`src/rtl/avsc_pkg.sv`:
```
// ----------------------------------------------------------------------------
// avsc_pkg
// Shared widths, limits, register indexes and pipeline types of the affine
// visual servo command unit.
// ----------------------------------------------------------------------------
package avsc_pkg;

  localparam int LIN_W      = 18;
  localparam int SHIFT_W    = 17;
  localparam int YAW_W      = 15;
  localparam int FWD_W      = 16;
  localparam int GAIN_W     = 24;
  localparam int SIZE_W     = 12;
  localparam int QCX_W      = 16;
  localparam int CFG_IDX_W  = 3;
  localparam int CFG_DATA_W = 24;

  localparam int U_W        = 32;
  localparam int SQRT_RW    = 20;
  localparam int DIV_NW     = 47;
  localparam int DIV_DW     = 24;
  localparam int DIV_QW     = 15;

  localparam int YAW_LIMIT  = 8192;
  localparam int FWD_LIMIT  = 16384;

  localparam logic [CFG_IDX_W-1:0] REG_YAW_GAIN  = 3'd0;
  localparam logic [CFG_IDX_W-1:0] REG_AREA_GAIN = 3'd1;
  localparam logic [CFG_IDX_W-1:0] REG_AREA_SP   = 3'd2;
  localparam logic [CFG_IDX_W-1:0] REG_TMPL_W    = 3'd3;
  localparam logic [CFG_IDX_W-1:0] REG_TMPL_H    = 3'd4;
  localparam logic [CFG_IDX_W-1:0] REG_QCX       = 3'd5;

  typedef struct packed {
    logic signed [YAW_W-1:0] yaw_cmd;
    logic                    yaw_clamped;
    logic                    area_sat;
    logic                    fwd_neg;
  } tag_t;

  typedef struct packed {
    tag_t tag;
    logic fwd_sat;
  } div_side_t;

  typedef struct packed {
    logic signed [YAW_W-1:0] yaw_cmd;
    logic signed [FWD_W-1:0] forward_cmd;
    logic                    yaw_clamped;
    logic                    forward_clamped;
  } out_item_t;

endpackage

```
`src/rtl/avsc_div.sv`:
```
// ----------------------------------------------------------------------------
// avsc_div
// Pipelined restoring divider, one quotient bit per stage.
// ----------------------------------------------------------------------------
module avsc_div #(
  parameter int NW = avsc_pkg::DIV_NW,
  parameter int DW = avsc_pkg::DIV_DW,
  parameter int QW = avsc_pkg::DIV_QW,
  parameter int SW = $bits(avsc_pkg::div_side_t)
) (
  input  logic          clk,
  input  logic          rst_n,
  input  logic          en,
  input  logic          in_v,
  input  logic [NW-1:0] num_i,
  input  logic [DW-1:0] den_i,
  input  logic [SW-1:0] side_i,
  output logic          out_v,
  output logic [QW-1:0] quo_o,
  output logic [SW-1:0] side_o
);
  logic [QW-1:0] v_r;
  logic [NW-1:0] rem_r [QW];
  logic [QW-1:0] quo_r [QW];
  logic [SW-1:0] side_r [QW];

  for (genvar j = 0; j < QW; j++) begin : g_stage
    localparam int K = QW - 1 - j;
    logic          vin;
    logic [NW-1:0] remin, ds, rem_nxt;
    logic [QW-1:0] quoin, quo_nxt;
    logic [SW-1:0] sin;
    logic          ge;

    if (j == 0) begin : g_first
      assign vin   = in_v;
      assign remin = num_i;
      assign quoin = '0;
      assign sin   = side_i;
    end else begin : g_next
      assign vin   = v_r[j-1];
      assign remin = rem_r[j-1];
      assign quoin = quo_r[j-1];
      assign sin   = side_r[j-1];
    end

    always_comb begin
      ds      = NW'(den_i) << K;
      ge      = remin >= ds;
      rem_nxt = ge ? remin - ds : remin;
      quo_nxt = {quoin[QW-2:0], ge};
    end

    always_ff @(posedge clk) begin
      if (!rst_n) begin
        v_r[j] <= 1'b0;
      end else if (en) begin
        v_r[j] <= vin;
      end
    end

    always_ff @(posedge clk) begin
      if (en) begin
        rem_r[j]  <= rem_nxt;
        quo_r[j]  <= quo_nxt;
        side_r[j] <= sin;
      end
    end
  end

  assign out_v  = v_r[QW-1];
  assign quo_o  = quo_r[QW-1];
  assign side_o = side_r[QW-1];

endmodule

```
`config.mk`:
```
export PLATFORM = sky130hd
export DESIGN_NAME = avsc_div
export DESIGN_NICKNAME = d
export VERILOG_FILES = /design/src/rtl/avsc_pkg.sv /design/src/rtl/avsc_div.sv
export SDC_FILE = /design/constraint.sdc
export NUM_CORES = 2
export LEC_CHECK = 0
export BUFFER_PORTS_ARGS = -buffer_cell sky130_fd_sc_hd__buf_2
export CAP_MARGIN = 20
export CELL_PAD_IN_SITES_DETAIL_PLACEMENT = 1
export CELL_PAD_IN_SITES_GLOBAL_PLACEMENT = 1
export CORE_MARGIN = 2
export CORE_UTILIZATION = 56
export DETAILED_ROUTE_END_ITERATION = 8
export PLACE_DENSITY = 0.87
export REMOVE_ABC_BUFFERS = 1
export SLEW_MARGIN = 10
export SYNTH_ARGS = -nofsm -noshare
export SYNTH_HDL_FRONTEND = slang
export SYNTH_SLANG_ARGS = --single-unit
```
`constraint.sdc`:
```
create_clock -name clk -period 10.6 [get_ports clk]
set_input_delay 1.59 -clock clk [delete_from_list [all_inputs] [get_ports clk]]
set_output_delay 1.59 -clock clk [all_outputs]
set_load 0.02 [all_outputs]
```
==> results by group <==
Status
  • Run status: complete, no violations

Routing
  • Via/cell ratio: about 6.4
  • Via count: between 40000 and 50000
  • Final ANT Viol Nets: 0
  • Drt wl/cell: between 20 and 30 um
  • Met3 wire length: just under 10 mm
  • DR top layer: met4
  • Routed WL: between 150 and 200 mm
  • Met2 routed WL: around 87 mm
  • Pre-Repair DR Iteration Count: 6
  • Initial DRC Count: roughly 3500
  • DRC: 0
  • Wire length on met1: between 60 and 70 mm

Floorplan
  • Row count: between 100 and 150
  • Die area: 108000 um2
  • Starting Density: 0.562
  • Chip Height: around 330 um
  • # IOs: 129
  • Core Footprint: roughly 100000 um2
  • Die Width: 329 um

Setup path
  • Reg-to-reg setup timing slack: a little over 6000 ps
  • Max stage delay on crit path: a little under 900 ps
  • Slowest-stage cell, CP: o41ai_1
  • Cell family contributing the most delay on the critical path: compound AO/OA/AOI/OAI gates
  • Worst Setup Start Kind: input port
  • Crit Path Category: in -> reg
  • R2r endpoint: rem_r[1][279]$_DFFE_PP_
  • RR Startpoint: rem_r[1][191]$_DFFE_PP_
  • Depth of the most critical reg-to-reg path: 10
  • CP Cell Sequence: buf_2 > inv_1 > ha_1 > o21a_1 > o31a_1 > o31a_1 > o41ai_2 > a311oi_1 > o41ai_1 > nor2_1 > nor4_1 > xor2_1
  • Sum of buffers and inverters on the critical path: 2
  • Critical path endpoint: rem_r[1][279]$_DFFE_PP_
  • Worst-path fanout max: 15
  • Crit. path cell count: 12
  • Critical path endpoint category: register
  • Top cell by count, worst path: o31a_1
  • CP Launch Point: den_i[2]
  • Crit path arrival time: ~6200 ps
  • Critical Path RT: between 10000 and 15000 ps

Clock tree
  • Worst-Skew Late Latency: ~740 ps
  • Post-cts repair resize count: 0
  • H-tree depth: 3
  • Postcts setup bufs: 0
  • Hold buffers post-CTS: 0
  • Clock root buffer: clkbuf_16
  • Clock buffer depth: 3
  • Worst-path clk slew: approximately 60 ps
  • Clock sinks: 1078
  • CTS tree: done
  • Total CTS buffers: around 110

Global route
  • First-pass GRT wire length: ~270 mm
  • Number of global-route vias before repair: about 46000
  • Tot GR Track Use: 0.318
  • Largest net degree at the start of global routing: 188
  • GRT overflow: 0
  • Initial antenna violation count: 4

Synth
  • Post-Syn Instances: roughly 5200
  • Share of the synthesized area in the top cell type: 0.541
  • Top cells by area, synth: edfxtp_1 (54%), ha_1 (7.6%), xor2_1 (4.0%)
  • Register area share after synthesis: 0.546
  • Largest area contributor in the netlist: edfxtp_1
  • Number of synthesized register bits: roughly 1100
  • EDFF count, synth: 1063
  • Synth Area per Inst: 11.3 um2
  • Synth Flop Type: edfxtp_1
  • Async SR Flop Fraction: 0
  • Yosys warnings: 0
  • Post-Syn Area: 59000 um2
  • Synth cell types: 93

STA
  • Count of final setup violators: 0
  • Worst hold slack: ~400 ps
  • Setup TNS: 0 ps
  • Slew headroom: 0.236
  • Fin crit share: 0.546
  • Minimum clock period: 5790 ps
  • RSZ-0062 raised after global routing: no
  • Slew @ Worst Pin: about 1100 ps
  • Clock skew: between 30 and 40 ps
  • Max Slew Vio Count: 0
  • Final number of hold-violating endpoints: 0
  • Max Fclk: 173 MHz

Final layout
  • Layout cells sized above 1: 0.0787
  • Fillcell total: approximately 11000
  • Layout Area Growth over Synthesis: 10.4%
  • Final net count: 5830
  • Commonest cells after routing, fill and taps aside: edfxtp_1 (1063), nand2_1 (503), o21ai_0 (417)
  • Leading cell type in the layout, fill and taps excluded: edfxtp_1

Job
  • Maxcap violations: 0

Place
  • GPL Wtd Cong: approximately 0.91
  • HPWL after DPL: 120 mm
  • I/O Buffers: between 100 and 150

Pwr
  • Power Density: 260 nW/um2
  • Leak: about 24 nW
  • Max IR drop VDD: 0.184 mV

Min path
  • Hold crit path type: reg -> reg
## routing by layer
layer  vias up  global-route usage
met5         -                   0
met4         0               0.166
met1     21700               0.382
met3       519              0.0418
li1      20000                   -
met2      1548               0.560
## cells in the mapped netlist, types with 12 or more instances
cell / number
o31a_1: 13
nor2b_1: 55
o31ai_1: 33
a21o_1: 151
nor4b_1: 18
nor3_1: 126
dfxtp_1: 15
o211ai_1: 21
or4_1: 38
nand2b_1: 62
nand2_1: 503
or3_1: 51
nand3b_1: 18
fa_1: 14
xor2_1: 270
mux2_2: 28
a21oi_1: 382
edfxtp_1: 1063
nor2_1: 337
o21bai_1: 32
inv_1: 140
o21ai_0: 418
clkbuf_1: 121
and2_1: 27
nand4b_1: 16
and3_1: 37
nor4_1: 96
or2_2: 19
o2111ai_1: 12
mux2i_1: 20
o21a_1: 43
a211oi_1: 35
buf_1: 12
a31oi_1: 29
ha_1: 360
xnor2_1: 219
nand4_1: 69
a2111oi_0: 14
nand3_1: 103
## registers in the layout, indices dropped and copies added (netlist names)
signal       flops
g_stage.vin     14
out_v            1
quo_r          120
rem_r          658
side_r         285
## worst min-delay path by stage
stage	slack (ps)	startpoint	cells after the start	endpoint
after detailed placement	410	quo_r[1][38]$_DFFE_PP_	0	quo_r[1][54]$_DFFE_PP_
after global placement	400	side_r[0][64]$_DFFE_PP_	0	side_r[0][83]$_DFFE_PP_
after CTS	400	side_r[1][8]$_DFFE_PP_	0	side_r[1][27]$_DFFE_PP_
final	400	side_r[1][8]$_DFFE_PP_	0	side_r[1][27]$_DFFE_PP_
after global routing	400	side_r[1][8]$_DFFE_PP_	0	side_r[1][27]$_DFFE_PP_
after floorplan	400	quo_r[0][90]$_DFFE_PP_	0	quo_r[0][106]$_DFFE_PP_
## layout make-up
type	instances	area, um2	share of cell area
Inverter	143	538	0.00825
Multi-Input combinational cell	3851	25800	0.396
Tap cell	1391	1740	0.0267
Sequential cell	1078	32200	0.494
Timing Repair Buffer	174	1030	0.0158
Antenna cell	1	2.50	0.0000384
Clock inverter	75	858	0.0132
Clock buffer	140	3020	0.0464
## through the flow
stage          setup WS (ps)  area [um2]  instances   util  power [W]
5_1_grt                 4510       65200       6852  0.621     0.0178
3_3_place_gp            4450       61300       6637  0.584     0.0123
6_report                4810       65200       6853  0.621     0.0169
3_5_place_dp            4240       61300       6637  0.584     0.0126
2_1_floorplan           3600       58500       5072      -     0.0107
4_1_cts                 4970       65200       6852  0.621     0.0169
## cells by family after synthesis
family | Yosys count | synth area share
adder cells (fa/ha/maj) | 374 | 0.0810
flip-flops | 1078 | 0.546
AND/OR/NAND/NOR | 1617 | 0.136
AO/OA/AOI/OAI | 1323 | 0.138
multiplexers | 48 | 0.00873
buffers and inverters | 282 | 0.0182
XOR/XNOR | 489 | 0.0725
## where the power goes
group          switching, W  total (W)  leakage (nW)  internal (W)
Combinational       0.00376    0.00616          11.7       0.00240
Sequential         0.000685    0.00661          10.4       0.00592
Clock               0.00178    0.00416          1.88       0.00238
No activity file was read; power rests on OpenSTA's default activity.
