**src/rtl/avsc_pkg.sv**
```systemverilog
// ----------------------------------------------------------------------------
// avsc_pkg
// Shared widths, limits, register indexes and pipeline types of the affine
// visual servo command unit.
// ----------------------------------------------------------------------------
package avsc_pkg;

  localparam int LIN_W      = 18;
  localparam int SHIFT_W    = 17;
  localparam int YAW_W      = 15;
  localparam int FWD_W      = 16;
  localparam int GAIN_W     = 24;
  localparam int SIZE_W     = 12;
  localparam int QCX_W      = 16;
  localparam int CFG_IDX_W  = 3;
  localparam int CFG_DATA_W = 24;

  localparam int U_W        = 32;
  localparam int SQRT_RW    = 20;
  localparam int DIV_NW     = 47;
  localparam int DIV_DW     = 24;
  localparam int DIV_QW     = 15;

  localparam int YAW_LIMIT  = 8192;
  localparam int FWD_LIMIT  = 16384;

  localparam logic [CFG_IDX_W-1:0] REG_YAW_GAIN  = 3'd0;
  localparam logic [CFG_IDX_W-1:0] REG_AREA_GAIN = 3'd1;
  localparam logic [CFG_IDX_W-1:0] REG_AREA_SP   = 3'd2;
  localparam logic [CFG_IDX_W-1:0] REG_TMPL_W    = 3'd3;
  localparam logic [CFG_IDX_W-1:0] REG_TMPL_H    = 3'd4;
  localparam logic [CFG_IDX_W-1:0] REG_QCX       = 3'd5;

  typedef struct packed {
    logic signed [YAW_W-1:0] yaw_cmd;
    logic                    yaw_clamped;
    logic                    area_sat;
    logic                    fwd_neg;
  } tag_t;

  typedef struct packed {
    tag_t tag;
    logic fwd_sat;
  } div_side_t;

  typedef struct packed {
    logic signed [YAW_W-1:0] yaw_cmd;
    logic signed [FWD_W-1:0] forward_cmd;
    logic                    yaw_clamped;
    logic                    forward_clamped;
  } out_item_t;

endpackage

```
**src/rtl/avsc_sqrt.sv**
```systemverilog
// ----------------------------------------------------------------------------
// avsc_sqrt
// Two-lane pipelined integer square root, one result bit per stage.
// ----------------------------------------------------------------------------
module avsc_sqrt #(
  parameter int RW = avsc_pkg::SQRT_RW,
  parameter int SW = avsc_pkg::U_W
) (
  input  logic            clk,
  input  logic            rst_n,
  input  logic            en,
  input  logic            in_v,
  input  logic [2*RW-1:0] x0_i,
  input  logic [2*RW-1:0] x1_i,
  input  logic [SW-1:0]   side_i,
  output logic            out_v,
  output logic [RW-1:0]   r0_o,
  output logic [RW-1:0]   r1_o,
  output logic [SW-1:0]   side_o
);
  localparam int XW = 2 * RW;

  logic [RW-1:0] v_r;
  logic [XW-1:0] x0_r [RW];
  logic [XW-1:0] x1_r [RW];
  logic [XW:0]   q0_r [RW];
  logic [XW:0]   q1_r [RW];
  logic [SW-1:0] side_r [RW];

  for (genvar j = 0; j < RW; j++) begin : g_stage
    localparam int SH = 2 * (RW - 1 - j);
    logic [XW:0]   b;
    logic          vin;
    logic [XW-1:0] x0in, x1in;
    logic [XW:0]   q0in, q1in, t0, t1;
    logic [SW-1:0] sin;
    logic          ge0, ge1;
    logic [XW-1:0] x0_nxt, x1_nxt;
    logic [XW:0]   q0_nxt, q1_nxt;

    assign b = {{XW{1'b0}}, 1'b1} << SH;

    if (j == 0) begin : g_first
      assign vin  = in_v;
      assign x0in = x0_i;
      assign x1in = x1_i;
      assign q0in = '0;
      assign q1in = '0;
      assign sin  = side_i;
    end else begin : g_next
      assign vin  = v_r[j-1];
      assign x0in = x0_r[j-1];
      assign x1in = x1_r[j-1];
      assign q0in = q0_r[j-1];
      assign q1in = q1_r[j-1];
      assign sin  = side_r[j-1];
    end

    always_comb begin
      t0     = q0in + b;
      t1     = q1in + b;
      ge0    = {1'b0, x0in} >= t0;
      ge1    = {1'b0, x1in} >= t1;
      x0_nxt = ge0 ? x0in - t0[XW-1:0] : x0in;
      x1_nxt = ge1 ? x1in - t1[XW-1:0] : x1in;
      q0_nxt = ge0 ? (q0in >> 1) + b : q0in >> 1;
      q1_nxt = ge1 ? (q1in >> 1) + b : q1in >> 1;
    end

    always_ff @(posedge clk) begin
      if (!rst_n) begin
        v_r[j] <= 1'b0;
      end else if (en) begin
        v_r[j] <= vin;
      end
    end

    always_ff @(posedge clk) begin
      if (en) begin
        x0_r[j]   <= x0_nxt;
        x1_r[j]   <= x1_nxt;
        q0_r[j]   <= q0_nxt;
        q1_r[j]   <= q1_nxt;
        side_r[j] <= sin;
      end
    end
  end

  assign out_v  = v_r[RW-1];
  assign r0_o   = q0_r[RW-1][RW-1:0];
  assign r1_o   = q1_r[RW-1][RW-1:0];
  assign side_o = side_r[RW-1];

endmodule

```
**config.mk**
```make
export PLATFORM = sky130hd
export DESIGN_NAME = avsc_sqrt
export DESIGN_NICKNAME = d
export VERILOG_FILES = /design/src/rtl/avsc_pkg.sv /design/src/rtl/avsc_sqrt.sv
export SDC_FILE = /design/constraint.sdc
export NUM_CORES = 2
export LEC_CHECK = 0
export ABC_AREA = 1
export BUFFER_PORTS_ARGS = -buffer_cell sky130_fd_sc_hd__buf_2
export CAP_MARGIN = 20
export CORE_UTILIZATION = 45
export CTS_BUF_LIST = sky130_fd_sc_hd__clkbuf_8
export CTS_CLUSTER_SIZE = 28
export DETAILED_ROUTE_END_ITERATION = 7
export HOLD_SLACK_MARGIN = 0.12
export PLACE_DENSITY = 0.65
export SYNTH_ARGS = -nofsm -noshare
export SYNTH_HDL_FRONTEND = slang
export SYNTH_SLANG_ARGS = --single-unit
```
**constraint.sdc**
```tcl
create_clock -name clk -period 2.6 [get_ports clk]
set_input_delay 0.78 -clock clk [delete_from_list [all_inputs] [get_ports clk]]
set_output_delay 0.78 -clock clk [all_outputs]
set_load 0.02 [all_outputs]
```
==> key figures <==
Layout
  – Register area: 0.0779 mm²
  – Layout area overhead: 17.9%
  – Layout cells sized above 1: 13.4%
  – Layout net count: 14000
  – Fill count: 24300
  – Non-filler instance count after layout: 17400
  – Multi-input gate area: 0.0399 mm²
  – Post-route cell area: 0.146 mm²

Clock network
  – Clk buf depth: 4
  – Num Clock Sinks: 2600
  – Clk pin slew, worst setup/hold paths: 0.07 ns
  – TritonCTS clock tree: yes
  – Clock root cell: clkbuf_8
  – CTS buffer count: 424
  – Worst skew pair latency: 1.11 ns
  – H-tree levels: 5

Power
  – Leakage: 0.0613 µW
  – Pwr per Cell Area: 775 mW/mm²
  – Peak supply drop: 0.598 mV
  – Logic gate share of total power: 21.1%
  – Internal power: 78600 µW
  – Clock share of power: 30.4%
  – Net Sw Power: 34700 µW
  – Sequential Power Share: 48.4%
  – Pwr Total: 113000 µW
  – Sw Ratio: 30.6%

STA
  – Max Slew Vio Count: 0
  – Worst slew pin tran: 0.758 ns
  – Relative slew slack: 48.9%
  – Setup Skew: 0.0791 ns
  – F_max: 391 MHz
  – Period utilisation layout: 98.3%
  – Final TNS setup: 0 ns
  – RSZ-0062 raised after global routing: yes
  – Post-layout minimum cycle time: 2.56 ns
  – Final hold viol count: 0
  – Final Setup Violations: 0

Setup path
  – Kind of critical path: reg2reg
  – Arr. time, crit path: 3.41 ns
  – Nature of the critical path endpoint: flop
  – R2r setup slk: 0.04 ns
  – CP required: 3.45 ns
  – Crit Path Max Fanout: 4
  – Critical Path Start Type: flop

Placed design
  – Post-DP HPWL: 237000 µm
  – Port Buffers: 188
  – Placed insts: 16500
  – Routability cong.: 0.961
  – Post-DP Area: 0.136 mm²

Routing
  – DRT Pass-1 Iters: 7
  – Vias per Instance: 4.98
  – Post-route ant nets: 0
  – Total number of vias: 86500
  – WL/cell: 17.6 µm
  – DRT iter0 DRCs: 5142
  – Residual DRC: 0
  – Aggregate routed wire length: 306000 µm

Min path
  – Worst Hold Class: in2reg

GRT
  – GRT overflow: 0
  – Pin count of the biggest net entering global routing: 62
  – Initial antenna violation count: 4
  – GRT Total Usage: 21.8%
  – First-pass GRT wire length: 473000 µm
  – Vias in the first global route: 86700

Synth
  – Flops & latches, synth: 2600
  – Synth area leaders: edfxtp_1, nand2_1, inv_1, ha_1, nor2_1
  – Mapped Cells: 12000
  – Synthesized area per cell: 10.4 µm²
  – Post-synth cell types: 60
  – Syn nets: 12500
  – Post-synth EDFFs: 2580
  – Post-synth ARST share: 0%
  – Most used DFF post-synth: edfxtp_1
  – Synth top area share: 62.5%
  – Mapped Area: 0.124 mm²
  – Cell taking the most area after synthesis: edfxtp_1
  – Seq/Total Area, Yosys: 62.8%
  – Warnings, synthesis: 0

Run status
  – Outcome: completed

Floorplan
  – Initial Utilization: 45.3%
  – DIE HEIGHT: 527 µm
  – Chip width: 527 µm
  – Die area: 0.277 mm²
  – Row count: 192
  – # IOs: 189
  – Core Region: 0.274 mm²

Flow run
  – Total of max-cap violations: 0
power groups by stage:
stage | combinational [µW] | clock (µW) | sequential [µW]
floorplan | 14700 | 0 | 54300
global placement | 23300 | 0 | 55600
detailed placement | 23300 | 0 | 55600
CTS | 23600 | 35600 | 54800
global route | 26700 | 37400 | 55200
finish | 23900 | 34500 | 54800
cells in the final DEF (no fill, tap or decap), types with 21 or more instances in the layout:
cell type      instances
nand2_1             3133
edfxtp_1            2580
inv_1               1647
nor2_1              1229
buf_4                754
nand3_1              578
a21oi_1              512
ha_1                 442
clkbuf_8             425
o21ai_0              352
xor2_1               208
xnor2_1              193
nand4_1              190
buf_2                184
nor3_1               171
nor4_1               120
clkinv_1             118
dlygate4sd3_1        117
buf_12                98
nand3b_1              79
a21oi_2               71
o21ai_1               69
clkinv_2              58
o21bai_1              35
a21o_1                35
nor2_2                33
nand2_2               31
or2_2                 24
bufinv_16             23
inv_2                 21
registers in the layout, indices dropped and copies added, names as in the netlist:
name	flops
q0_r	210
g_stage.vin	19
x0_r	760
x1_r	760
side_r	640
q1_r	210
out_v	1
Yosys cell counts (23+ instances only):
cell and count:
nand2_1 3144, edfxtp_1 2580, inv_1 1535, nor2_1 1248
nand3_1 580, a21oi_1 532, ha_1 452, o21ai_0 361
xor2_1 208, xnor2_1 193, nand4_1 190, nor3_1 173
nor4_1 120, nand3b_1 79, o21ai_1 61, a21oi_2 52
buf_2 45, a21o_1 35, o21bai_1 35, or2_2 24
nor2_2 23
worst paths after layout:
kind,from,to,cells after the start
worst max-delay path,q1_r[4][15],x1_r[4][61],13
worst min-delay path,en,side_r[2][60],2
worst max register to register,q1_r[4][15],x1_r[4][61],13
worst min register to register,side_r[2][95],side_r[2][127],0
area by class of cell:
class                   instances  share of cell area [%]
flip-flops and latches       2600                    53.3
multi-input cells            7701                    27.3
well taps                    3589                    3.07
clock inverters               347                    1.59
clock buffers                 425                    4.00
repair buffers               1158                    6.69
diodes                          4                 0.00685
inverters                    1560                    4.02
timing repair:
item,4_1_cts,5_1_grt
gates resized for setup,18,84
pin swaps,2,6
setup endpoints to repair,140,322
hold buffers,117,0
hold endpoints to repair,134,0
buffers inserted,2,12
gates cloned,2,3
kinds of logic (layout without fill, tap and decap cells):
kind of cell	after synthesis	after routing	share of synthesized area, %
and+or+nand+nor	5688	5693	19.3
DFF	2600	2600	62.8
buffers and inverters	1654	3490	5.26
AOI/OAI and AO/OA	1155	1155	5.15
adders and majority gates	452	452	4.56
xor gates and xnor gates	401	401	2.83
other	0	4	0
per-layer routing:
layer,GRT usage [%],share of wire [%]
met4,11.1,5.2
met3,2.71,3.8
met2,38.8,50
met1,25.7,41
met5,0,0
stage by stage:
stage	util (%)	hold slack, ns	setup WS, ns
final	53.4	0.378	0.0440
after global routing	53.4	0.306	-0.0217
after CTS	53.2	0.242	-0.0484
after detailed placement	49.8	0.405	-0.353
after global placement	49.8	0.400	-0.259
after floorplan	-	0.400	0.438
critical path: stages (launching register included):
cell      delay [ns]
edfxtp_1        0.43
inv_1           0.06
ha_1            0.35
nand2_2         0.15
inv_1           0.05
nand2_1         0.06
nand2_1         0.06
buf_4           0.14
nand2_1         0.15
nand3_1         0.24
inv_1           0.14
nand2_1         0.18
xnor2_1         0.20
o21ai_1         0.08
(Power assumes the default switching activity.)
